==> src/protobuf_field_stream_parser_macros.svh <==
// assertion macros for the protobuf field stream parser
// used by protobuf_field_stream_parser.sv, no other dependencies
`ifndef PROTOBUF_FIELD_STREAM_PARSER_MACROS_SVH
`define PROTOBUF_FIELD_STREAM_PARSER_MACROS_SVH

// same-cycle implication
`define PBFSP_ASSERT_NOW(label, clk, rst_n, ante, cons, msg) \
	label: assert property (@(posedge clk) disable iff (!rst_n) (ante) |-> (cons)) \
		else $error(msg);

// next-cycle implication
`define PBFSP_ASSERT_NEXT(label, clk, rst_n, ante, cons, msg) \
	label: assert property (@(posedge clk) disable iff (!rst_n) (ante) |=> (cons)) \
		else $error(msg);

`endif

==> src/pbfsp_pkg.sv <==
// shared types and constants of the protobuf field stream parser
// no dependencies
`default_nettype none

package pbfsp_pkg;

	localparam int OFFSET_BITS = 32;
	localparam int PLEN_BITS   = 27;

	localparam logic [PLEN_BITS-1:0] MAX_FIELD_BYTES_RESET = PLEN_BITS'(67108864);

	localparam logic CMD_START = 1'b0;
	localparam logic CMD_DATA  = 1'b1;

	localparam logic [1:0] KIND_HEADER  = 2'd0;
	localparam logic [1:0] KIND_PAYLOAD = 2'd1;
	localparam logic [1:0] KIND_END     = 2'd2;
	localparam logic [1:0] KIND_ERROR   = 2'd3;

	localparam logic [2:0] WT_VARINT  = 3'd0;
	localparam logic [2:0] WT_FIXED64 = 3'd1;
	localparam logic [2:0] WT_DELIM   = 3'd2;
	localparam logic [2:0] WT_FIXED32 = 3'd5;

	localparam logic [2:0] ERR_TRUNC_VARINT  = 3'd0;
	localparam logic [2:0] ERR_VARINT_WIDE   = 3'd1;
	localparam logic [2:0] ERR_FIELD_NUMBER  = 3'd2;
	localparam logic [2:0] ERR_TRUNC_FIXED64 = 3'd3;
	localparam logic [2:0] ERR_TRUNC_FIXED32 = 3'd4;
	localparam logic [2:0] ERR_BAD_LENGTH    = 3'd5;
	localparam logic [2:0] ERR_OVER_LIMIT    = 3'd6;
	localparam logic [2:0] ERR_UNSUPPORTED   = 3'd7;

	typedef enum logic [2:0] {
		PH_IDLE,
		PH_KEY,
		PH_VAL,
		PH_LEN,
		PH_PAY
	} phase_t;

	typedef struct packed {
		phase_t                 phase;
		logic [OFFSET_BITS-1:0] byte_offset;
		logic [OFFSET_BITS-1:0] total_length;
		logic [63:0]            acc;
		logic [3:0]             vidx;
		logic [31:0]            field_number;
		logic [2:0]             wire_type;
		logic [PLEN_BITS-1:0]   remaining;
	} pbfsp_state_t;

	typedef struct packed {
		logic [1:0]           kind;
		logic [31:0]          field_number;
		logic [2:0]           wire_type;
		logic [63:0]          value;
		logic [PLEN_BITS-1:0] payload_length;
		logic [2:0]           error_code;
		logic [31:0]          position;
		logic                 field_last;
		logic                 message_end;
	} pbfsp_result_t;

endpackage

`default_nettype wire

==> src/pbfsp_if.sv <==
// valid/ready channel interfaces: input item, result item, configuration write
// depends on pbfsp_pkg
`default_nettype none

interface pbfsp_in_if;
	logic        valid;
	logic        ready;
	logic        command;
	logic [31:0] message_length;
	logic [7:0]  data_byte;

	modport source (output valid, command, message_length, data_byte, input ready);
	modport sink (input valid, command, message_length, data_byte, output ready);
endinterface

interface pbfsp_out_if;
	logic                           valid;
	logic                           ready;
	logic [1:0]                     kind;
	logic [31:0]                    field_number;
	logic [2:0]                     wire_type;
	logic [63:0]                    value;
	logic [pbfsp_pkg::PLEN_BITS-1:0] payload_length;
	logic [2:0]                     error_code;
	logic [31:0]                    position;
	logic                           field_last;
	logic                           message_end;

	modport source (output valid, kind, field_number, wire_type, value, payload_length,
		error_code, position, field_last, message_end, input ready);
	modport sink (input valid, kind, field_number, wire_type, value, payload_length,
		error_code, position, field_last, message_end, output ready);
endinterface

interface pbfsp_cfg_if;
	logic                           valid;
	logic                           ready;
	logic [pbfsp_pkg::PLEN_BITS-1:0] max_field_bytes;

	modport source (output valid, max_field_bytes, input ready);
	modport sink (input valid, max_field_bytes, output ready);
endinterface

`default_nettype wire

==> src/pbfsp_step.sv <==
// per-byte decode step: next parser state and optional result for one transaction
// depends on pbfsp_pkg
`default_nettype none

module pbfsp_step (
	input  pbfsp_pkg::pbfsp_state_t          st,
	input  logic                             command,
	input  logic [31:0]                      message_length,
	input  logic [7:0]                       data_byte,
	input  logic [pbfsp_pkg::PLEN_BITS-1:0]  max_field_bytes,
	output pbfsp_pkg::pbfsp_state_t          nxt,
	output logic                             res_valid,
	output pbfsp_pkg::pbfsp_result_t         res
);
	import pbfsp_pkg::*;

	logic [OFFSET_BITS-1:0] new_off;
	logic [OFFSET_BITS-1:0] rest;
	logic [OFFSET_BITS-1:0] need;
	logic                   at_end;
	logic [5:0]             shamt;
	logic [63:0]            v;
	logic                   num_bad;
	logic [2:0]             wt;

	assign new_off = st.byte_offset + OFFSET_BITS'(1);
	assign at_end  = new_off == st.total_length;
	assign rest    = st.total_length - new_off;
	assign shamt   = 6'({2'b00, st.vidx} * 6'd7);
	assign v       = st.acc | (64'(data_byte[6:0]) << shamt);
	assign num_bad = (v[63:3] == 61'd0) || (v[63:35] != 29'd0);
	assign wt      = v[2:0];
	assign need    = (wt == WT_FIXED64) ? OFFSET_BITS'(8) : OFFSET_BITS'(4);

	function automatic pbfsp_result_t err_result(input logic [2:0] code,
			input logic [OFFSET_BITS-1:0] p);
		pbfsp_result_t r;
		r            = '0;
		r.kind       = KIND_ERROR;
		r.error_code = code;
		r.position   = 32'(p);
		return r;
	endfunction

	always_comb begin
		nxt       = st;
		res       = '0;
		res_valid = 1'b0;
		if (command == CMD_START) begin
			nxt              = '0;
			nxt.phase        = PH_KEY;
			nxt.total_length = OFFSET_BITS'(message_length);
			if (OFFSET_BITS'(message_length) == '0) begin
				nxt.phase       = PH_IDLE;
				res_valid       = 1'b1;
				res.kind        = KIND_END;
				res.message_end = 1'b1;
			end
		end else begin
			case (st.phase)
				PH_PAY: begin
					nxt.byte_offset = new_off;
					nxt.remaining   = st.remaining - PLEN_BITS'(1);
					res_valid       = 1'b1;
					res.kind        = KIND_PAYLOAD;
					res.value       = 64'(data_byte);
					if (nxt.remaining == '0) begin
						res.field_last  = 1'b1;
						res.message_end = at_end;
						nxt.phase       = at_end ? PH_IDLE : PH_KEY;
					end
				end
				PH_KEY, PH_VAL, PH_LEN: begin
					nxt.byte_offset = new_off;
					if (st.vidx >= 4'd9 && data_byte > 8'd1) begin
						res_valid = 1'b1;
						res       = err_result(ERR_VARINT_WIDE, st.byte_offset);
						nxt.phase = PH_IDLE;
					end else if (data_byte[7]) begin
						nxt.acc  = v;
						nxt.vidx = st.vidx + 4'd1;
						if (at_end) begin
							res_valid = 1'b1;
							res       = err_result(ERR_TRUNC_VARINT, new_off);
							nxt.phase = PH_IDLE;
						end
					end else begin
						nxt.acc  = '0;
						nxt.vidx = '0;
						case (st.phase)
							PH_KEY: begin
								nxt.field_number = '0;
								nxt.wire_type    = '0;
								if (num_bad) begin
									res_valid = 1'b1;
									res       = err_result(ERR_FIELD_NUMBER, new_off);
									nxt.phase = PH_IDLE;
								end else begin
									nxt.field_number = v[34:3];
									nxt.wire_type    = wt;
									if (wt == WT_VARINT || wt == WT_DELIM) begin
										if (at_end) begin
											res_valid = 1'b1;
											res       = err_result(ERR_TRUNC_VARINT, new_off);
											nxt.phase = PH_IDLE;
										end else begin
											nxt.phase = (wt == WT_VARINT) ? PH_VAL : PH_LEN;
										end
									end else if (wt == WT_FIXED64 || wt == WT_FIXED32) begin
										res_valid = 1'b1;
										if (rest < need) begin
											res = err_result((wt == WT_FIXED64) ?
												ERR_TRUNC_FIXED64 : ERR_TRUNC_FIXED32, new_off);
											nxt.phase = PH_IDLE;
										end else begin
											res.kind           = KIND_HEADER;
											res.payload_length = PLEN_BITS'(need);
											nxt.remaining      = PLEN_BITS'(need);
											nxt.phase          = PH_PAY;
										end
									end else begin
										res_valid = 1'b1;
										res       = err_result(ERR_UNSUPPORTED, new_off);
										nxt.phase = PH_IDLE;
									end
								end
							end
							PH_VAL: begin
								res_valid       = 1'b1;
								res.kind        = KIND_HEADER;
								res.value       = v;
								res.field_last  = 1'b1;
								res.message_end = at_end;
								nxt.phase       = at_end ? PH_IDLE : PH_KEY;
							end
							default: begin
								res_valid = 1'b1;
								if (v > 64'(max_field_bytes)) begin
									res       = err_result(ERR_OVER_LIMIT, new_off);
									nxt.phase = PH_IDLE;
								end else if (v > 64'(rest)) begin
									res       = err_result(ERR_BAD_LENGTH, new_off);
									nxt.phase = PH_IDLE;
								end else if (v == 64'd0) begin
									res.kind        = KIND_HEADER;
									res.field_last  = 1'b1;
									res.message_end = at_end;
									nxt.phase       = at_end ? PH_IDLE : PH_KEY;
								end else begin
									res.kind           = KIND_HEADER;
									res.payload_length = v[PLEN_BITS-1:0];
									nxt.remaining      = v[PLEN_BITS-1:0];
									nxt.phase          = PH_PAY;
								end
							end
						endcase
					end
				end
				default: begin
					nxt.phase = PH_IDLE;
				end
			endcase
		end
		res.field_number = nxt.field_number;
		res.wire_type    = nxt.wire_type;
	end

endmodule

`default_nettype wire

==> src/pbfsp_out_reg.sv <==
// one-entry result register that drives the result channel
// depends on pbfsp_pkg and pbfsp_if
`default_nettype none

module pbfsp_out_reg (
	input  logic                     clk,
	input  logic                     arst_n,
	input  logic                     load,
	input  pbfsp_pkg::pbfsp_result_t res,
	output logic                     can_take,
	pbfsp_out_if.source              result
);
	import pbfsp_pkg::*;

	logic          valid_q;
	pbfsp_result_t res_q;

	assign can_take = !valid_q || result.ready;

	always_ff @(posedge clk or negedge arst_n) begin
		if (!arst_n) begin
			valid_q <= 1'b0;
		end else if (can_take) begin
			valid_q <= load;
		end
	end

	always_ff @(posedge clk) begin
		if (can_take && load) begin
			res_q <= res;
		end
	end

	assign result.valid          = valid_q;
	assign result.kind           = res_q.kind;
	assign result.field_number   = res_q.field_number;
	assign result.wire_type      = res_q.wire_type;
	assign result.value          = res_q.value;
	assign result.payload_length = res_q.payload_length;
	assign result.error_code     = res_q.error_code;
	assign result.position       = res_q.position;
	assign result.field_last     = res_q.field_last;
	assign result.message_end    = res_q.message_end;

endmodule

`default_nettype wire

==> src/protobuf_field_stream_parser.sv <==
// Streaming protobuf wire-format parser, one transaction per clock. A start transaction
// (command 0) opens a message of message_length bytes, and an empty message yields an end result;
// each data transaction (command 1) carries one byte and yields at most one result: a field
// header, a payload byte or an error, which halts parsing until the next start. An accepted
// transaction is decoded combinationally, and its result sits in the output register
// from the next cycle on. Input ready stays high unless that register holds an untaken
// result while the result channel is stalled, so a steady one byte per clock is sustained.
// max_field_bytes may be written over the cfg channel whenever the parser is idle.
// depends on pbfsp_pkg, pbfsp_if, pbfsp_step, pbfsp_out_reg and the macros header
`default_nettype none

`include "protobuf_field_stream_parser_macros.svh"

module protobuf_field_stream_parser (
	input  logic        clk,
	input  logic        arst_n,
	pbfsp_in_if.sink    item,
	pbfsp_cfg_if.sink   cfg,
	pbfsp_out_if.source result
);
	import pbfsp_pkg::*;

	pbfsp_state_t         st_q;
	pbfsp_state_t         st_nxt;
	pbfsp_result_t        res;
	logic                 res_valid;
	logic                 can_take;
	logic                 item_fire;
	logic [PLEN_BITS-1:0] max_field_bytes_q;

	assign item.ready = can_take;
	assign item_fire  = item.valid && can_take;
	assign cfg.ready  = 1'b1;

	always_ff @(posedge clk or negedge arst_n) begin
		if (!arst_n) begin
			max_field_bytes_q <= MAX_FIELD_BYTES_RESET;
		end else if (cfg.valid) begin
			max_field_bytes_q <= cfg.max_field_bytes;
		end
	end

	always_ff @(posedge clk or negedge arst_n) begin
		if (!arst_n) begin
			st_q <= '{phase: PH_IDLE, default: '0};
		end else if (item_fire) begin
			st_q <= st_nxt;
		end
	end

	pbfsp_step u_step (
		.st             (st_q),
		.command        (item.command),
		.message_length (item.message_length),
		.data_byte      (item.data_byte),
		.max_field_bytes(max_field_bytes_q),
		.nxt            (st_nxt),
		.res_valid      (res_valid),
		.res            (res)
	);

	pbfsp_out_reg u_out_reg (
		.clk     (clk),
		.arst_n  (arst_n),
		.load    (item_fire && res_valid),
		.res     (res),
		.can_take(can_take),
		.result  (result)
	);

	`PBFSP_ASSERT_NOW(a_pay_remaining, clk, arst_n, st_q.phase == PH_PAY,
		st_q.remaining != '0, "payload phase with nothing remaining")
	`PBFSP_ASSERT_NOW(a_offset_in_range, clk, arst_n, st_q.phase != PH_IDLE,
		st_q.byte_offset < st_q.total_length, "active parse beyond message end")
	`PBFSP_ASSERT_NEXT(a_start_to_key, clk, arst_n,
		item_fire && item.command == CMD_START && OFFSET_BITS'(item.message_length) != '0,
		st_q.phase == PH_KEY, "nonempty start did not enter key phase")
	`PBFSP_ASSERT_NOW(a_error_fields, clk, arst_n, result.valid && result.kind != KIND_ERROR,
		result.error_code == 3'd0 && result.position == 32'd0,
		"error fields set on a non-error result")

endmodule

`default_nettype wire
==> src/flat_wrapper.sv <==
// flat-port wrapper written by rule: the top's interface ports become plain ports
module protobuf_field_stream_parser_flat import pbfsp_pkg::*;
  (clk, arst_n, item_valid, item_command, item_message_length, item_data_byte, item_ready, cfg_valid, cfg_max_field_bytes, cfg_ready, result_valid, result_kind, result_field_number, result_wire_type, result_value, result_payload_length, result_error_code, result_position, result_field_last, result_message_end, result_ready);
  pbfsp_in_if item_i ();
  pbfsp_cfg_if cfg_i ();
  pbfsp_out_if result_i ();
  input  logic clk;
  input  logic arst_n;
  input wire logic [$bits(item_i.valid)-1:0] item_valid;
  input wire logic [$bits(item_i.command)-1:0] item_command;
  input wire logic [$bits(item_i.message_length)-1:0] item_message_length;
  input wire logic [$bits(item_i.data_byte)-1:0] item_data_byte;
  output wire logic [$bits(item_i.ready)-1:0] item_ready;
  input wire logic [$bits(cfg_i.valid)-1:0] cfg_valid;
  input wire logic [$bits(cfg_i.max_field_bytes)-1:0] cfg_max_field_bytes;
  output wire logic [$bits(cfg_i.ready)-1:0] cfg_ready;
  output wire logic [$bits(result_i.valid)-1:0] result_valid;
  output wire logic [$bits(result_i.kind)-1:0] result_kind;
  output wire logic [$bits(result_i.field_number)-1:0] result_field_number;
  output wire logic [$bits(result_i.wire_type)-1:0] result_wire_type;
  output wire logic [$bits(result_i.value)-1:0] result_value;
  output wire logic [$bits(result_i.payload_length)-1:0] result_payload_length;
  output wire logic [$bits(result_i.error_code)-1:0] result_error_code;
  output wire logic [$bits(result_i.position)-1:0] result_position;
  output wire logic [$bits(result_i.field_last)-1:0] result_field_last;
  output wire logic [$bits(result_i.message_end)-1:0] result_message_end;
  input wire logic [$bits(result_i.ready)-1:0] result_ready;
  assign item_i.valid = item_valid;
  assign item_i.command = item_command;
  assign item_i.message_length = item_message_length;
  assign item_i.data_byte = item_data_byte;
  assign item_ready = item_i.ready;
  assign cfg_i.valid = cfg_valid;
  assign cfg_i.max_field_bytes = cfg_max_field_bytes;
  assign cfg_ready = cfg_i.ready;
  assign result_valid = result_i.valid;
  assign result_kind = result_i.kind;
  assign result_field_number = result_i.field_number;
  assign result_wire_type = result_i.wire_type;
  assign result_value = result_i.value;
  assign result_payload_length = result_i.payload_length;
  assign result_error_code = result_i.error_code;
  assign result_position = result_i.position;
  assign result_field_last = result_i.field_last;
  assign result_message_end = result_i.message_end;
  assign result_i.ready = result_ready;
  protobuf_field_stream_parser u_core (.clk(clk), .arst_n(arst_n), .item(item_i), .cfg(cfg_i), .result(result_i));
endmodule
==> config.mk <==
export PLATFORM = sky130hd
export DESIGN_NAME = protobuf_field_stream_parser_flat
export DESIGN_NICKNAME = d
export VERILOG_FILES = /design/src/pbfsp_pkg.sv /design/src/pbfsp_if.sv /design/src/pbfsp_step.sv /design/src/pbfsp_out_reg.sv /design/src/protobuf_field_stream_parser.sv /design/src/flat_wrapper.sv
export VERILOG_INCLUDE_DIRS = /design/src /design/src/src
export SDC_FILE = /design/constraint.sdc
export NUM_CORES = 1
export LEC_CHECK = 0
export BUFFER_PORTS_ARGS = -buffer_cell sky130_fd_sc_hd__buf_4
export CORE_MARGIN = 5
export CORE_UTILIZATION = 35
export CTS_CLUSTER_SIZE = 10
export DETAILED_ROUTE_END_ITERATION = 8
export PLACE_DENSITY_LB_ADDON = 0.25
export SKIP_CTS_REPAIR_TIMING = 1
export SLEW_MARGIN = 30
export SYNTH_ARGS = -nofsm -noshare
export SYNTH_HDL_FRONTEND = slang
export SYNTH_SLANG_ARGS = --single-unit
==> constraint.sdc <==
create_clock -name clk -period 34.3 [get_ports clk]
set_input_delay 6.86 -clock clk [delete_from_list [all_inputs] [get_ports clk]]
set_output_delay 6.86 -clock clk [all_outputs]
set_load 0.02 [all_outputs]
==> metrics.yaml, run 1 <==
outcome:
  run_status: "finished clean"
sta:
  setup-tns-final_ns: 0
  drv_slew: 0
  post-route-worst-setup-slack_ns: 20.05
  fmaxAchievable_mhz: 70.17
  setup-violations-final: 0
  slew_headroom: 0.3606
  grt_setup_unrepaired: "no"
  finalHoldViolations: 0
  min_period_over_period: 0.4155
  worst_clock_skew_ns: 0.04261
  layout_min_cycle_time_ns: 14.25
  timing_worst_slew_pin_value_ns: 0.9591
  whs_ns: 0.4859
setup_path:
  crit_reg_reg_endpoint: "u_core.u_out_reg.result.position[17]"
  number_of_buffers_and_inverters_on_the_critical_path: 2
  timing.critical_path.max_delay_family: "buffers and inverters"
  cp-end-kind: "output pin"
  startpoint: "result_ready"
  timing.critical_path.mode_cell: "sky130_fd_sc_hd__buf_4"
  critical_path.endpoint: "item_ready"
  regToRegSetupSlack_ns: 25.53
  crit_cells: 3
  cp-start-kind: "primary input"
  path_cells: "buf_4 > nand2b_1 > buf_4"
  reg2reg_from: "u_core.st_q[162]"
  crit_path_max_fanout: 5
  criticalPathCategory: "primary input to output pin"
  required_time_at_the_worst_slack_endpoint_ns: 27.44
  crit_slowest_cell: "sky130_fd_sc_hd__nand2b_1"
  max_stage_delay_ns: 0.22
  worst-r2r-cell-count: 28
  worst_ep_arrival_time_ns: 7.39
routing:
  drt-pass1-iter-count: 5
  met1_length_um: 32590
  post_drt_via_cell_ratio: 5.616
  wl_met2_um: 37830
  routed_wire_length_per_instance_um: 22.22
  drt_first_iter_violations: 1935
  detail_route.drc_violations: 0
  met3RoutedLength_um: 4777
  routed_via_count: 19650
  wl_um: 77750
  final_antenna_net_count: 0
  maxUsedRoutingLayer: "met5"
die:
  design.die.area_mm2: 0.07008
  die_height_um: 264.7
  chipWidth_um: 264.7
  top_level_ports: 241
  floorplan.initialDensity: 0.3529
  core_area_mm2: 0.06435
  num_rows: 93
placement:
  io_buffer_count: 239
  placed_cells: 3413
  post-dp-hpwl_um: 56290
  place.gp.congestion: 0.8804
  placement.cell_area_mm2: 0.02550
  dp_slack_ns: 20.05
final_layout:
  postLayoutCoreUtil: 0.4188
  fin_cells: 3499
  final_layout_size_suffix_gt1_frac: 0.1672
  final_cell_area_mm2: 0.02695
  insertedDiodeCount: 0
  final_nets: 2777
  fillers: 6284
  synthToLayoutAreaGrowth_pct: 18.68
logic_synthesis:
  synthSimpleGateAreaFrac: 0.1772
  syn_avg_cell_area_um2: 9.443
  synth.area.mux_share: 0.03642
  synth.net_count: 2575
  synthAdderAreaFrac: 0.05950
  synth-seq-area-share: 0.4662
  number_of_flops_mapped_to_enable_cells_by_yosys: 165
  synth_compound_gate_area_share: 0.1839
  syn-cell-area_mm2: 0.02271
  post_synth_xor_area_fraction: 0.03515
  postSynth.topFlopCell: "sky130_fd_sc_hd__dfrtp_1"
  synthArstFlopShare: 0.5769
  syn_inst: 2405
  postSynthRegisterBits: 390
  netlist-cell-type-count: 85
  yosys_warnings: 0
  synth_top_family_by_area: "compound AO/OA/AOI/OAI gates"
cts:
  clock_sinks: 390
  clk_transition_reported_paths_ns: 0.06
  cts.root.buffer_cell: "sky130_fd_sc_hd__clkbuf_16"
  clk-insertion-delay-late_ns: 0.61
  cts_tree: "done"
  tritoncts.num_buffers: 47
  clock_path_buffers: 3
  clock_tree.htree_level_count: 2
global_routing:
  grt_start_max_net_pins: 138
  grt_overflow: 0
  global_route.usage.total: 0.2120
  antenna_violations_before_repair: 1
  via_count_of_the_first_global_routing_pass: 19310
  grt_pass1_wl_um: 117500
run:
  maxCapViolations: 0
power:
  p_per_area_mw_per_mm2: 59.16
  power.leakage_nw: 11.19
  totalPowerFinal_mw: 1.594
  vdd.ir_drop.worst_uv: 36.67
min_path:
  min_path_cells: 2
  holdCritPathClass: "flip-flop to flip-flop"
==> report_power, final <==
group | leakage (nW) | internal [mW] | switching (mW) | total (mW)
Combinational | 5.95 | 0.190 | 0.353 | 0.543
Sequential | 4.56 | 0.533 | 0.0414 | 0.575
Clock | 0.683 | 0.269 | 0.208 | 0.477
==> synth_stat cells, drive strengths merged (6+ instances only) <==
master    n  share of area
or4      11         0.0036
nor4     36          0.011
and2     41          0.011
nor2    251          0.041
xor2     28          0.011
nor2b    17         0.0047
and4      7         0.0027
dfrtp   224           0.25
or2      14         0.0039
o211ai   26         0.0086
mux2i    23          0.010
and3     26         0.0072
clkbuf  114          0.019
a22oi    13         0.0043
a21oi   173          0.038
a31o      7         0.0027
o22ai    29         0.0080
a22o     26          0.010
o32a     13         0.0057
ha       92          0.051
nand4    36          0.011
xnor2    40          0.015
nand3    67          0.015
maj3     10         0.0044
xnor3     9         0.0089
a31oi    31         0.0085
nor3     44          0.010
o31ai    31          0.010
nand2   261          0.043
or3      18         0.0050
edfxtp  165           0.22
a21boi    6         0.0025
buf      21         0.0055
mux2     51          0.025
a21o     36          0.012
o21a     13         0.0043
o21ai   192          0.042
inv     103          0.017
a211oi   12         0.0040
nand2b   19         0.0052
==> worst min-delay path by stage <==
stage                        to  slack (ns)              from
2_1_floorplan  u_core.st_q[101]        0.45  u_core.st_q[101]
3_3_place_gp   u_core.st_q[116]        0.47  u_core.st_q[116]
3_5_place_dp    u_core.st_q[69]        0.47   u_core.st_q[69]
4_1_cts         u_core.st_q[69]        0.49   u_core.st_q[69]
5_1_grt         u_core.st_q[69]        0.51   u_core.st_q[69]
6_report        u_core.st_q[84]        0.49   u_core.st_q[84]
==> final cells by class <==
| cell class | count | area (µm²) | area share |
|---|---|---|---|
| Tap cell | 855 | 1070 | 0.03969 |
| Sequential cell | 390 | 10590 | 0.3928 |
| Timing Repair Buffer | 288 | 2202 | 0.08170 |
| Multi-Input combinational cell | 1777 | 11260 | 0.4177 |
| Clock buffer | 77 | 1299 | 0.04819 |
| Inverter | 103 | 386.6 | 0.01434 |
| Clock inverter | 9 | 150.1 | 0.005571 |
==> placed cells by master (no fill, tap or decap), drive strengths merged, types with 26 or more instances in the layout <==
cell type,count
and2,41
clkbuf,77
o21ai,192
nand2,261
nand3,67
o211ai,26
dfrtp,224
o22ai,29
a21oi,173
inv,103
and3,26
nor4,36
xor2,28
a21o,36
mux2,51
a22o,26
a31oi,31
xnor2,40
o31ai,31
buf,288
nor3,44
nand4,36
edfxtp,165
ha,92
nor2,251
==> cells by family (layout without fill, tap and decap cells) <==
| group | after synthesis | after routing |
|---|---|---|
| DFF | 390 | 390 |
| and+or+nand+nor | 855 | 855 |
| other | 1 | 1 |
| xor gates and xnor gates | 77 | 77 |
| muxes | 75 | 75 |
| AOI/OAI and AO/OA | 662 | 662 |
| buffers and inverters | 238 | 477 |
| adders and majority gates | 107 | 107 |
==> tightest hold or removal path: stages (launching register included) <==
cell                      delay, ns
sky130_fd_sc_hd__dfrtp_1       0.34
sky130_fd_sc_hd__nand2_1       0.05
sky130_fd_sc_hd__o21ai_0       0.06
==> state kept, by name, indices dropped and copies added (netlist names) <==
register                                cells
u_core.u_out_reg.result.position           32
u_core.u_out_reg.result.wire_type           3
u_core.u_out_reg.result.payload_length     27
u_core.max_field_bytes_q                   27
u_core.u_out_reg.result.kind                2
u_core.u_out_reg.result.field_number       32
u_core.u_out_reg.result.field_last          1
u_core.u_out_reg.result.message_end         1
u_core.st_q                               197
u_core.u_out_reg.result.valid               1
u_core.u_out_reg.result.value              64
u_core.u_out_reg.result.error_code          3
==> metal layers <==
layer  track usage  up-vias
met5             0        -
met1        0.2787     9636
met4       0.06629        2
met2        0.3609      708
met3       0.03406      143
li1              -     9163
Power figures use the tool's default switching activity.
==> inputs of run 2 (changes only) <==
clock period = 12.1 ns   (was 34.3 ns; I/O delays follow)
==> metrics.yaml, run 2 (same netlist as run 1, synthesis figures left out) <==
outcome:
  run_status: "finished clean"
routing:
  final_antenna_net_count: 0  # unchanged
  drt_first_iter_violations: 2030  # +4.9%
  routed_wire_length_per_instance_um: 22.60  # +1.7%
  drt-pass1-iter-count: 5  # unchanged
  routed_via_count: 19860  # +1.1%
  wl_um: 79290  # +2.0%
  post_drt_via_cell_ratio: 5.662  # +0.81%
  detail_route.drc_violations: 0  # unchanged
power:
  power.switching_fraction: 0.3745  # -0.003376
  p_per_area_mw_per_mm2: 170.7  # +190%
  pwr-share-clk: 0.309  # +0.010
  p_switching_mw: 1.732  # +190%
  vdd.ir_drop.worst_uv: 105.9  # +190%
  power.leakage_nw: 11.27  # +0.74%
  combinationalPowerShare: 0.338  # -0.002
  totalPowerFinal_mw: 4.625  # +190%
  power_report.internal_total_mw: 2.893  # +190%
  share_seq_of_total_power: 0.353  # -0.007
final_layout:
  fin_cells: 3508  # +0.26%
  registers.top_by_ff_count: "u_core.st_q"
  mostFrequentLayoutCell: "sky130_fd_sc_hd__buf_4"
  synthToLayoutAreaGrowth_pct: 19.28
  fillers: 6284  # unchanged
  final_nets: 2784  # +0.25%
  final-seq-area_mm2: 0.01059  # unchanged
  multi_input_area_mm2: 0.01125  # about the same
  insertedDiodeCount: 0  # unchanged
  mostFrequentLayoutCells: "sky130_fd_sc_hd__buf_4 (291), sky130_fd_sc_hd__nand2_1 (260), sky130_fd_sc_hd__nor2_1 (249), sky130_fd_sc_hd__dfrtp_1 (224), sky130_fd_sc_hd__o21ai_0 (173)"
  final_layout_size_suffix_gt1_frac: 0.1704  # +0.003202
  largest_register_ffs: 197  # unchanged
cts:
  tritoncts.num_buffers: 48  # +2.1%
  clock_tree.htree_level_count: 2  # unchanged
  cts.root.buffer_cell: "sky130_fd_sc_hd__clkbuf_16"
  clk_transition_reported_paths_ns: 0.06  # about the same
  clk-insertion-delay-late_ns: 0.62  # about the same
  clock_sinks: 390  # unchanged
  clock_path_buffers: 3  # unchanged
  cts_tree: "done"
die:
  core_area_mm2: 0.06435  # unchanged
  floorplan.initialDensity: 0.3529  # unchanged
  die_height_um: 264.7  # unchanged
  top_level_ports: 241  # unchanged
  design.die.area_mm2: 0.07008  # unchanged
  chipWidth_um: 264.7  # unchanged
  num_rows: 93  # unchanged
setup_path:
  crit_slowest_cell: "sky130_fd_sc_hd__fa_1"
  crit_path_max_fanout: 21  # +16
  worst-r2r-cell-count: 26  # -7.1%
  max_stage_delay_ns: 0.93  # +0.71 ns
  criticalPathCategory: "flip-flop to flip-flop"
  regToRegSetupSlack_ns: 3.55  # -21.98 ns
  cp-start-kind: "flip-flop"
  required_time_at_the_worst_slack_endpoint_ns: 12.53  # -14.91 ns
  number_of_buffers_and_inverters_on_the_critical_path: 3  # +1
  crit_cells: 26  # +23
  cp-end-kind: "flip-flop"
  worst_ep_arrival_time_ns: 8.98  # +1.59 ns
  timing.critical_path.max_delay_family: "simple AND/OR/NAND/NOR gates"
placement:
  post-dp-hpwl_um: 57810  # +2.7%
  place.gp.congestion: 0.9123  # +3.6%
  placed_cells: 3419  # +0.18%
  io_buffer_count: 239  # unchanged
sta:
  setup-violations-final: 0  # unchanged
  min_period_over_period: 0.7068
  setup-tns-final_ns: 0  # unchanged
  fmaxAchievable_mhz: 116.9
  slew_headroom: 0.2704  # -0.09022
  layout_min_cycle_time_ns: 8.552
  finalHoldViolations: 0  # unchanged
  drv_slew: 0  # unchanged
  worst_clock_skew_ns: 0.06654  # +0.02393 ns
  grt_setup_unrepaired: "no"
  timing_worst_slew_pin_value_ns: 1.094  # +0.1353 ns
global_routing:
  antenna_violations_before_repair: 1  # unchanged
  via_count_of_the_first_global_routing_pass: 19330  # +0.13%
  grt_overflow: 0  # unchanged
  grt_start_max_net_pins: 136  # -1.4%
  grt_pass1_wl_um: 119100  # +1.4%
  global_route.usage.total: 0.2154  # +0.003436
min_path:
  holdCritPathClass: "flip-flop to flip-flop"
  min_path_cells: 2  # unchanged
run:
  maxCapViolations: 0  # unchanged
run 2: cell types whose count changed in the layout (fill, tap and decap cells not counted), moves of 2 or more:
cell / previous run / this run
sky130_fd_sc_hd__clkbuf_1: 29 / 27
sky130_fd_sc_hd__bufinv_16: 1 / 3
sky130_fd_sc_hd__buf_4: 285 / 291
sky130_fd_sc_hd__nand2_2: 3 / 1
sky130_fd_sc_hd__clkbuf_8: 1 / 4
sky130_fd_sc_hd__nand2_1: 258 / 260
run 2: metal layers:
layer  global-route usage  vias to the layer above  share of wire
li1                     -                     9175              -
met2               0.3676                      778           0.49
met4              0.07301                        2          0.037
met1               0.2851                     9752           0.41
met5                    0                        -        0.00025
met3              0.02682                      156          0.062
run 2: power groups by stage:
stage | clock (mW) | combinational (mW) | sequential, mW
finish | 1.43 | 1.56 | 1.63
global route | 1.52 | 1.69 | 1.65
CTS | 1.46 | 1.55 | 1.63
detailed placement | 0 | 1.53 | 1.65
global placement | 0 | 1.51 | 1.65
floorplan | 0 | 0.974 | 1.66
run 2: final timing paths:
kind	start	end
setup / recovery	u_core.st_q[62]	u_core.u_out_reg.result.position[20]
hold / removal	u_core.st_q[85]	u_core.st_q[85]
setup reg to reg	u_core.st_q[62]	u_core.u_out_reg.result.position[20]
hold reg to reg	u_core.st_q[85]	u_core.st_q[85]
max in group asynchronous	arst_n	u_core.st_q[118]
min in group asynchronous	arst_n	u_core.st_q[162]
run 2: layout make-up:
| class | instances | share of cell area |
|---|---|---|
| clock buffer | 79 | 0.05012 |
| clock inverter | 10 | 0.007113 |
| inverter | 103 | 0.01427 |
| multi-input combinational | 1777 | 0.4152 |
| sequential | 390 | 0.3908 |
| tap | 855 | 0.03949 |
| timing repair buffer | 294 | 0.08296 |
run 2: stage by stage:
stage | setup slack, ns | util | hold slack (ns) | instance area [µm²]
floorplan | 2.554 | - | 0.4501 | 22720
global placement | 3.175 | 0.3960 | 0.4658 | 25480
detailed placement | 3.602 | 0.3969 | 0.4730 | 25540
CTS | 3.813 | 0.4210 | 0.4859 | 27090
global route | 3.184 | 0.4210 | 0.5153 | 27090
finish | 3.548 | 0.4210 | 0.4902 | 27090
run 2: worst reg2reg max path: cells and delay by family (launching register included):
kind	cells	cell delay (ns)
AND/OR/NAND/NOR	12	3.11
adder cells (fa/ha/maj)	4	1.99
AO/OA/AOI/OAI	7	1.77
flip-flops	1	0.78
buffers and inverters	3	0.77
